**src/firlp_pkg.sv**
```systemverilog
// ----------------------------------------------------------------------------
// firlp_pkg
// shared constants and coefficient table for the low-pass fir filter
// ----------------------------------------------------------------------------
package firlp_pkg;

	// coefficient format: signed q1.15, values fit in 14 bits
	localparam int COEF_W      = 14;
	localparam int COEF_COUNT  = 30;
	localparam int FRAC_BITS   = 15;

	// products summed per group in the first adder stage
	localparam int GROUP_SIZE  = 8;

	// window size register
	localparam int WINDOW_W    = 5;
	localparam logic [WINDOW_W-1:0] WINDOW_RESET = 5'd30;

	// coefficient j of the low-pass set, zero past the table
	function automatic logic signed [COEF_W-1:0] coef_at(input int idx);
		logic signed [COEF_W-1:0] c;
		case (idx)
			0:  c = -14'sd37;
			1:  c = -14'sd123;
			2:  c = -14'sd99;
			3:  c =  14'sd53;
			4:  c =  14'sd235;
			5:  c =  14'sd266;
			6:  c =  14'sd9;
			7:  c = -14'sd496;
			8:  c = -14'sd973;
			9:  c = -14'sd990;
			10: c = -14'sd178;
			11: c =  14'sd1541;
			12: c =  14'sd3827;
			13: c =  14'sd6010;
			14: c =  14'sd7340;
			15: c =  14'sd7340;
			16: c =  14'sd6010;
			17: c =  14'sd3827;
			18: c =  14'sd1541;
			19: c = -14'sd178;
			20: c = -14'sd990;
			21: c = -14'sd973;
			22: c = -14'sd496;
			23: c =  14'sd9;
			24: c =  14'sd266;
			25: c =  14'sd235;
			26: c =  14'sd53;
			27: c = -14'sd99;
			28: c = -14'sd124;
			29: c = -14'sd37;
			default: c = '0;
		endcase
		return c;
	endfunction

endpackage

```
**src/firlp_sum.sv**
```systemverilog
// ----------------------------------------------------------------------------
// firlp_sum
// first adder level: products summed in groups
// ----------------------------------------------------------------------------
module firlp_sum #(
	parameter int TAPS         = 30,
	parameter int SAMPLE_WIDTH = 16
) (
	input  logic                                              clk,
	input  logic                                              arst_n,
	input  logic                                              in_valid,
	output logic                                              in_ready,
	input  logic signed [SAMPLE_WIDTH+firlp_pkg::COEF_W-1:0]  prod [TAPS],
	output logic                                              out_valid,
	input  logic                                              out_ready,
	output logic signed [SAMPLE_WIDTH+firlp_pkg::COEF_W+2:0]  grp
		[(TAPS + firlp_pkg::GROUP_SIZE - 1) / firlp_pkg::GROUP_SIZE]
);

	localparam int GS = firlp_pkg::GROUP_SIZE;
	localparam int NG = (TAPS + GS - 1) / GS;
	localparam int GW = SAMPLE_WIDTH + firlp_pkg::COEF_W + 3;

	logic signed [GW-1:0] grp_s3 [NG];
	logic signed [GW-1:0] grp_d  [NG];
	logic                 valid_s3;

	assign in_ready = !valid_s3 || out_ready;

	always_comb begin
		for (int g = 0; g < NG; g++) begin
			grp_d[g] = '0;
			for (int e = 0; e < GS; e++) begin
				if (g * GS + e < TAPS) begin
					grp_d[g] = grp_d[g] + GW'(prod[g * GS + e]);
				end
			end
		end
	end

	always_ff @(posedge clk or negedge arst_n) begin
		if (!arst_n) begin
			valid_s3 <= 1'b0;
		end else if (in_ready) begin
			valid_s3 <= in_valid;
		end
	end

	always_ff @(posedge clk) begin
		if (in_ready && in_valid) begin
			grp_s3 <= grp_d;
		end
	end

	assign out_valid = valid_s3;
	assign grp       = grp_s3;

endmodule

```
**config.mk**
```make
export PLATFORM = sky130hd
export DESIGN_NAME = firlp_sum
export DESIGN_NICKNAME = d
export VERILOG_FILES = /design/src/firlp_pkg.sv /design/src/firlp_sum.sv
export SDC_FILE = /design/constraint.sdc
export NUM_CORES = 2
export LEC_CHECK = 0
export BUFFER_PORTS_ARGS = -buffer_cell sky130_fd_sc_hd__buf_2
export CELL_PAD_IN_SITES_DETAIL_PLACEMENT = 2
export CELL_PAD_IN_SITES_GLOBAL_PLACEMENT = 2
export CORE_AREA = 5 5 401 403
export DETAILED_ROUTE_END_ITERATION = 10
export DIE_AREA = 0 0 406 408
export PLACE_DENSITY = 0.65
export SYNTH_ARGS = -nofsm -noshare
export SYNTH_HDL_FRONTEND = slang
export SYNTH_SLANG_ARGS = --single-unit
```
**constraint.sdc**
```tcl
create_clock -name clk -period 9.2 [get_ports clk]
set_clock_uncertainty 0.05 [all_clocks]
set_input_delay 1.38 -clock clk [delete_from_list [all_inputs] [get_ports clk]]
set_output_delay 1.38 -clock clk [all_outputs]
set_load 0.05 [all_outputs]
```
==> results.yml <==
setup_path:
  timing.rr.start: "out_valid"
  critPathCaptureType: "flop"
  rr_worst_depth: 4
  crit_path_start_kind: "input pin"
  crit_start: "prod[242]"
  path_class: "input pin to flop"
  critical_path.slowest_cell: "a211oi_1"
  critPathMaxFanout: 3
  required_ps: 9410
  cp_cell_sequence: "buf_2, inv_1, fa_1, inv_1, fa_1, fa_1, inv_1, fa_1, inv_1, ha_1, inv_1, fa_1, nand2b_1, a21oi_1, o2111ai_1, a211oi_1, nor4_2, o21bai_2, a31oi_2, o211ai_1, or3b_1"
  critPathArrivalTime_ps: 6820
  cpPeakStageDelay_ps: 650
floorplanning:
  dieArea_um2: 166000
  initial_core_util_pct: 18.1
  core.rowCount: 146
  core-area_um2: 157000
  io_pins: 1038
  dieHeight_um: 408
  dieWidth_um: 406
clock_tree:
  cts_hold_buf: 0
  cts_resized: 0
  post_cts_buffers: 0
  cts_root_buffer: "clkbuf_16"
  clk_latency_ps: 500
  clk_pin_slew_worst_paths_ps: 70
  htree_num_levels: 4
  cts_buffers: 17
  clkSinkCount: 133
  cts_buffer_depth: 2
  cts_tree: "yes"
timing:
  hold_viol: 0
  whs_ps: 496
  rsz0062_at_grt: "false"
  relSlewSlack_pct: 22.9
  min_period_ps: 6620
  period_share_pct: 71.9
  tns_ps: 0
  worstMarginPinSlew_ps: 1130
  setup-violations-final: 0
  final_max_slew_viol_count: 0
  max_freq_mhz: 151
  layout_setup_ws_ps: 2580
cells_and_area:
  drive_gt1_share_pct: 27.4
  fin_area_um2: 36700
  fill_cells: 18250
  area_growth_syn_to_layout_pct: 29.3
  final_cells: 6066
  utilization_pct: 23.4
  fin_nets: 5678
synthesis:
  synthCells: 2927
  synth.most_common_cell: "inv_1"
  syn-num-nets: 4632
  ys_seq_area_share_pct: 14.0
  synthDistinctLibCells: 71
  synth.area.top_cells: "fa_1 (47%), inv_1 (17%), edfxtp_1 (14%)"
  yosysTopAreaCellShare_pct: 47.3
  synth_top_area_cell: "fa_1"
  synth_area_per_cell_um2: 9.70
  async_flop_share_pct: 0.752
  synth_edf_count: 132
  synthTopCellsByCount: "inv_1 (1318), fa_1 (671), edfxtp_1 (132)"
  syn_area_um2: 28400
  synth_seq_cells: 133
  synth_warnings: 0
  synth_ff_type: "edfxtp_1"
place:
  pre_cts_ws_ps: 1970
  portBuffers: 1037
  placed_area_um2: 36200
  hpwl_mm: 118
  place_inst: 6026
  gp_congestion: 0.888
power:
  peakVddDrop_uv: 187
  power_density_nw_per_um2: 397
  finalPower_mw: 14.6
  p_leak_nw: 20.5
grt:
  antenna_found_initial: 18
  grt_pass1_vias: 27296
  grt_pass1_wl_mm: 180
  gr-usage-all-layers_pct: 15.1
  grt_max_degree: 47
  grt.overflow.total: 0
drt:
  vias: 22667
  drtPass1Iterations: 4
  drcViolationCount: 0
  ant_nets: 0
  wl_per_cell_um: 20.6
  drt-initial-drc-count: 710
  wirelength_mm: 125
  vias_per_cell: 3.74
flow_run:
  max-cap-violations: 0
worst_hold_path:
  hold_path_startpoint: "out_valid"
  hold_class: "flop to flop"
  whs_path_depth: 2
run_status:
  status: "finished clean"
==> where the power goes <==
part	internal, mW	switching [mW]
logic	4.60	7.60
registers	1.58	0.0985
clock network	0.392	0.330
total	6.57	8.03
==> path summary, 6_finish.rpt <==
path                       slack, ps        end
max in group asynchronous       8300  out_valid
setup reg to reg                6130   grp[103]
setup / recovery                2580    grp[65]
min in group asynchronous        650  out_valid
hold reg to reg                  500  out_valid
hold / removal                   500  out_valid
==> area by class of cell <==
cell class                      count  area [um2]  share of cell area, %
Multi-Input combinational cell   1462       19400                   52.8
Timing Repair Buffer             1041        5220                   14.2
Inverter                         1318        4950                   13.5
Sequential cell                   133        3990                   10.9
Tap cell                         2072        2590                   7.06
Clock buffer                       19         433                   1.18
Clock inverter                     12         114                  0.310
Antenna cell                        9        22.5                 0.0613
==> per-layer routing <==
metal	track usage, %	part of all wire (%)	vias to the layer above
met5	0	0.028	-
met3	3.18	4.6	82
met2	27.1	52	437
met1	18.7	42	11757
met4	3.21	1.8	6
li1	-	-	10385
==> cell families (layout without fill, tap and decap cells) <==
logic type / after synthesis / after routing / synth area share (%)
other cells: 0 / 9 / 0
fa+ha+maj: 801 / 801 / 53.0
flops: 133 / 133 / 14.0
compound gates: 331 / 331 / 7.89
simple gates: 213 / 213 / 3.80
xor+xnor: 117 / 117 / 3.61
buf+inv: 1332 / 2390 / 17.6
==> layout by cell type (no fill, tap or decap), drive strengths merged, types with 3 or more instances in the layout <==
master | netlist | final
a2111oi | 5 | 5
a211o | 6 | 6
a211oi | 7 | 7
a21o | 81 | 81
a21oi | 93 | 93
a221oi | 3 | 3
a2bb2oi | 3 | 3
a31oi | 20 | 20
a41oi | 3 | 3
and2 | 11 | 11
and3 | 13 | 13
and4 | 3 | 3
buf | 2 | 1041
clkbuf | 12 | 19
clkinv | 0 | 9
diode | 0 | 9
edfxtp | 132 | 132
fa | 671 | 671
ha | 130 | 130
inv | 1318 | 1318
nand2 | 51 | 51
nand2b | 16 | 16
nand3 | 16 | 16
nand4 | 12 | 12
nor2 | 48 | 48
nor2b | 11 | 11
nor3 | 18 | 18
o2111ai | 3 | 3
o211ai | 8 | 8
o21a | 10 | 10
o21ai | 49 | 49
o21bai | 15 | 15
o31ai | 5 | 5
or2 | 4 | 4
or3 | 3 | 3
xnor2 | 81 | 81
xor2 | 36 | 36
==> sequential cells by signal, indices dropped and copies added, names as in the netlist <==
name / count
grp: 132
out_valid: 1
==> worst max-delay path: cells and delay by family <==
family,cells,cell delay (ps)
adder cells (fa/ha/maj),6,2440
AO/OA/AOI/OAI,6,1730
AND/OR/NAND/NOR,3,730
buffers and inverters,6,540
(Power assumes the default switching activity.)
