[src/firlp_pkg.sv]
// ----------------------------------------------------------------------------
// firlp_pkg
// shared constants and coefficient table for the low-pass fir filter
// ----------------------------------------------------------------------------
package firlp_pkg;

	// coefficient format: signed q1.15, values fit in 14 bits
	localparam int COEF_W      = 14;
	localparam int COEF_COUNT  = 30;
	localparam int FRAC_BITS   = 15;

	// products summed per group in the first adder stage
	localparam int GROUP_SIZE  = 8;

	// window size register
	localparam int WINDOW_W    = 5;
	localparam logic [WINDOW_W-1:0] WINDOW_RESET = 5'd30;

	// coefficient j of the low-pass set, zero past the table
	function automatic logic signed [COEF_W-1:0] coef_at(input int idx);
		logic signed [COEF_W-1:0] c;
		case (idx)
			0:  c = -14'sd37;
			1:  c = -14'sd123;
			2:  c = -14'sd99;
			3:  c =  14'sd53;
			4:  c =  14'sd235;
			5:  c =  14'sd266;
			6:  c =  14'sd9;
			7:  c = -14'sd496;
			8:  c = -14'sd973;
			9:  c = -14'sd990;
			10: c = -14'sd178;
			11: c =  14'sd1541;
			12: c =  14'sd3827;
			13: c =  14'sd6010;
			14: c =  14'sd7340;
			15: c =  14'sd7340;
			16: c =  14'sd6010;
			17: c =  14'sd3827;
			18: c =  14'sd1541;
			19: c = -14'sd178;
			20: c = -14'sd990;
			21: c = -14'sd973;
			22: c = -14'sd496;
			23: c =  14'sd9;
			24: c =  14'sd266;
			25: c =  14'sd235;
			26: c =  14'sd53;
			27: c = -14'sd99;
			28: c = -14'sd124;
			29: c = -14'sd37;
			default: c = '0;
		endcase
		return c;
	endfunction

endpackage

[src/firlp_out.sv]
// ----------------------------------------------------------------------------
// firlp_out
// final sum, round half up, saturate, result register
// ----------------------------------------------------------------------------
module firlp_out #(
	parameter int TAPS         = 30,
	parameter int SAMPLE_WIDTH = 16
) (
	input  logic                                              clk,
	input  logic                                              arst_n,
	input  logic                                              in_valid,
	output logic                                              in_ready,
	input  logic signed [SAMPLE_WIDTH+firlp_pkg::COEF_W+2:0]  grp
		[(TAPS + firlp_pkg::GROUP_SIZE - 1) / firlp_pkg::GROUP_SIZE],
	output logic                                              filtered_valid,
	input  logic                                              filtered_stall,
	output logic signed [SAMPLE_WIDTH-1:0]                    filtered
);

	localparam int GS    = firlp_pkg::GROUP_SIZE;
	localparam int NG    = (TAPS + GS - 1) / GS;
	localparam int GW    = SAMPLE_WIDTH + firlp_pkg::COEF_W + 3;
	localparam int ACC_W = GW + 3;

	localparam logic signed [ACC_W-1:0] HALF =
		ACC_W'(64'sd1 <<< (firlp_pkg::FRAC_BITS - 1));
	localparam logic signed [ACC_W-1:0] HI =
		ACC_W'((64'sd1 <<< (SAMPLE_WIDTH - 1)) - 64'sd1);
	localparam logic signed [ACC_W-1:0] LO = -HI - ACC_W'(1);

	logic signed [ACC_W-1:0]        acc;
	logic signed [ACC_W-1:0]        quo;
	logic signed [SAMPLE_WIDTH-1:0] sat;
	logic signed [SAMPLE_WIDTH-1:0] filtered_q;
	logic                           valid_q;

	assign in_ready = !valid_q || !filtered_stall;

	always_comb begin
		acc = '0;
		for (int g = 0; g < NG; g++) begin
			acc = acc + ACC_W'(grp[g]);
		end
		// arithmetic shift is a floor divide
		quo = (acc + HALF) >>> firlp_pkg::FRAC_BITS;
		if (quo > HI) begin
			sat = SAMPLE_WIDTH'(HI);
		end else if (quo < LO) begin
			sat = SAMPLE_WIDTH'(LO);
		end else begin
			sat = SAMPLE_WIDTH'(quo);
		end
	end

	always_ff @(posedge clk or negedge arst_n) begin
		if (!arst_n) begin
			valid_q <= 1'b0;
		end else if (in_ready) begin
			valid_q <= in_valid;
		end
	end

	always_ff @(posedge clk) begin
		if (in_ready && in_valid) begin
			filtered_q <= sat;
		end
	end

	assign filtered_valid = valid_q;
	assign filtered       = filtered_q;

endmodule

[config.mk]
export PLATFORM = sky130hd
export DESIGN_NAME = firlp_out
export DESIGN_NICKNAME = d
export VERILOG_FILES = /design/src/firlp_pkg.sv /design/src/firlp_out.sv
export SDC_FILE = /design/constraint.sdc
export NUM_CORES = 1
export LEC_CHECK = 0
export ABC_AREA = 1
export BUFFER_PORTS_ARGS = -buffer_cell sky130_fd_sc_hd__buf_4
export CAP_MARGIN = 20
export CORE_UTILIZATION = 48
export CTS_CLUSTER_DIAMETER = 50
export CTS_CLUSTER_SIZE = 16
export DETAILED_ROUTE_END_ITERATION = 7
export PLACE_DENSITY = 0.76
export REMOVE_ABC_BUFFERS = 1
export SKIP_LAST_GASP = 1
export SYNTH_ARGS = -nofsm -noshare
export SYNTH_HDL_FRONTEND = slang
export SYNTH_SLANG_ARGS = --single-unit
[constraint.sdc]
create_clock -name clk -period 2.1 [get_ports clk]
set_clock_uncertainty 0.15 [all_clocks]
set_input_delay 0 -clock clk [delete_from_list [all_inputs] [get_ports clk]]
set_output_delay 0 -clock clk [all_outputs]
set_load 0.05 [all_outputs]
==> flow_metrics.py <==
metrics = {
    "place": {
        "gp_congestion": 0.873,
        "placed_cell_area_mm2": 0.00676,
        "dp_slack_ns": -1.67,
        "numPortBuffers": 153,
        "post-dp-hpwl_um": 10600,
        "placed_cells": 1038,
    },
    "synth": {
        "synthDominantCellAreaShare_pct": 26.3,
        "ys_seq_elements": 17,
        "synth_area_mm2": 0.00502,
        "syn_inst": 695,
        "synth.distinct_cells": 34,
        "syn_avg_cell_area_um2": 7.23,
        "yosysSeqAreaShare_pct": 10.1,
        "synth_warnings": 0,
        "yosysTopAreaCell": "fa_1",
        "ys_top_cells_by_area": "fa_1 26%, inv_1 17%, ha_1 16%, nand2_1 13%, edfxtp_1 9.6%",
    },
    "timing": {
        "fmax_mhz": 289,
        "finalSetupViolations": 16,
        "finalCritPeriodShare_pct": 165,
        "max_slew_margin_pct": 74.7,
        "period_needed_ns": 3.46,
        "holdWs_ns": 0.112,
        "finalHoldViolations": 0,
        "setup_slack_ns": -1.36,
        "drv_slew": 0,
        "rsz0062_at_grt": "true",
        "tightest_slew_ns": 0.377,
    },
    "setup_path": {
        "critPathLaunchType": "input port",
        "cp_max_fo": 7,
        "arrival_ns": 3.43,
        "critPathKind": "input port to register",
        "end_kind": "register",
        "crit_required_ns": 2.07,
    },
    "detailed_routing": {
        "viasPerCell": 4.86,
        "drc": 0,
        "post_drt_wl_per_cell_um": 14.0,
        "num_vias": 5166,
        "routed_wl_um": 14900,
        "postRouteAntennaNets": 0,
        "drt_iter0_drc": 217,
        "drtPass1Iterations": 5,
    },
    "floorplanning": {
        "io_pins": 154,
        "core-area_mm2": 0.00995,
        "rows": 36,
        "die-area_mm2": 0.0109,
        "die_width_um": 104,
        "die_y_um": 104,
        "initial_core_util_pct": 50.5,
    },
    "cts": {
        "clock_latency_ns": 0.25,
        "cts.htree.levels": 1,
        "cts_tree": "yes",
        "clkSlewWorstSetupHoldPaths_ns": 0.06,
        "cts_buffers": 3,
        "cts.root.buffer_cell": "clkbuf_8",
        "clk_path_buf_depth": 2,
        "cts.sinks": 17,
    },
    "global_route": {
        "grt_pass1_wl_um": 21300,
        "track_usage_pct": 23.6,
        "grt_pass1_vias": 5083,
        "overflow": 0,
        "grt_max_degree": 17,
        "antenna_found_initial": 0,
    },
    "finish": {
        "num_antenna_cells": 0,
        "final_cell_mix": "218 x buf_4, 205 x inv_1, 122 x nand2_1",
        "finalNetCount": 1197,
        "drive_above_1_share_pct": 44.8,
        "num-fill-cells": 638,
        "final_area_mm2": 0.00806,
        "final_common_cell": "buf_4",
        "fin_cells": 1062,
        "syn_to_final_growth_pct": 60.4,
    },
    "pwr": {
        "power.leakage_nw": 4.32,
        "peakVddDrop_v": 0.000928,
        "power_density_mw_per_mm2": 1230,
    },
    "hold_path": {
        "hp-class": "input port to register",
    },
    "run_status": {
        "outcome": "complete, but fails checks",
        "violations": "setup timing",
    },
    "job": {
        "max_cap_violations": 0,
    },
}
==> logic make-up after synthesis <==
| group | share of synthesized area [%] |
|---|---|
| AOI/OAI and AO/OA | 6.55 |
| adders and majority gates | 42.5 |
| buffers and inverters | 17.1 |
| DFF | 10.1 |
| and+or+nand+nor | 20.8 |
| xor gates and xnor gates | 2.94 |
==> state kept, by name, summed over array words and instances (netlist names) <==
name	cells
filtered	16
filtered_valid	1
==> per-stage QoR <==
step / setup TNS (ns) / total power, mW / utilization [%]
5_1_grt: -22.46 / 10.7 / 80.9
4_1_cts: -20.27 / 8.09 / 73.1
3_3_place_gp: -25.49 / 6.86 / 67.9
2_1_floorplan: -19.84 / 4.63 / -
6_report: -20.95 / 9.94 / 80.9
3_5_place_dp: -26.11 / 6.96 / 67.9
==> where the power goes <==
part           leakage, nW  internal, mW  switching [mW]
combinational         4.13          4.05            4.96
clock               0.0228         0.134          0.0964
sequential           0.164         0.655          0.0394
total                 4.32          4.84            5.09
==> worst max-delay path, stage by stage <==
cell	delay [ns]
buf_8	0.07
inv_4	0.03
fa_2	0.57
inv_2	0.04
fa_2	0.32
fa_1	0.50
ha_4	0.34
buf_6	0.11
nand2_4	0.07
nor2_4	0.12
and3_1	0.19
nand2_1	0.09
nand2_2	0.12
nand2_2	0.07
nand2_1	0.08
nand2_2	0.06
nand2_4	0.08
nand2_2	0.06
nor2_2	0.11
nand2_2	0.09
nand2_4	0.11
nand2_1	0.10
nand2_2	0.09
==> final timing paths <==
kind                                       startpoint                         end  slack, ns  cells past startpoint
max                                           grp[79]  filtered[11]$_SDFFCE_PN1P_      -1.36                     23
min                                    filtered_stall  filtered[14]$_SDFFCE_PN1P_       0.11                      3
max reg2reg                filtered_valid$_DFFE_PN0N_  filtered_valid$_DFFE_PN0N_       0.74                      3
min reg2reg                filtered_valid$_DFFE_PN0N_  filtered[14]$_SDFFCE_PN1P_       0.69                      2
max in group asynchronous                      arst_n  filtered_valid$_DFFE_PN0N_       1.27                      3
min in group asynchronous                      arst_n  filtered_valid$_DFFE_PN0N_       0.43                      3
==> timing repair <==
item,CTS,global route
setup endpoints to repair,16,16
pin swaps,33,100
setup buffers,3,11
endpoints found under the hold margin,2,0
hold buffers,4,0
resized for setup,61,146
cloned,2,0
==> cell type report <==
class | count | area [um^2] | area share (%)
Clock buffer | 4 | 45.0 | 0.559
Inverter | 223 | 842 | 10.5
Multi-Input combinational cell | 455 | 4730 | 58.7
Sequential cell | 17 | 505 | 6.27
Tap cell | 133 | 166 | 2.07
Timing Repair Buffer | 230 | 1770 | 22.0
==> cells in the mapped netlist <==
| cell | number |
|---|---|
| a21boi_0 | 1 |
| a21o_1 | 2 |
| a21oi_1 | 34 |
| a21oi_2 | 1 |
| a21oi_4 | 1 |
| a31o_2 | 1 |
| a31oi_1 | 1 |
| and3_1 | 3 |
| buf_6 | 2 |
| dfrtp_1 | 1 |
| edfxtp_1 | 16 |
| fa_1 | 66 |
| ha_1 | 65 |
| inv_1 | 221 |
| inv_2 | 2 |
| nand2_1 | 169 |
| nand2_2 | 8 |
| nand2_4 | 2 |
| nand3_1 | 13 |
| nand4_1 | 2 |
| nand4_2 | 1 |
| nor2_1 | 40 |
| nor2_2 | 4 |
| nor2_4 | 1 |
| nor3_1 | 3 |
| nor3_2 | 1 |
| nor3b_2 | 1 |
| o21ai_0 | 10 |
| o21ai_2 | 1 |
| o21bai_1 | 5 |
| or2_0 | 1 |
| xnor2_1 | 7 |
| xnor2_2 | 1 |
| xor2_1 | 8 |
==> per-layer routing <==
| metal | wire length, um | vias to the layer above | GRT usage, % |
|---|---|---|---|
| li1 | - | 2499 | - |
| met1 | 5930 | 2455 | 29.8 |
| met2 | 7970 | 176 | 43.0 |
| met3 | 654 | 36 | 2.57 |
| met4 | 337 | 0 | 5.00 |
| met5 | 0 | - | 0 |
Note: power is estimated with default switching activity, not from simulation.
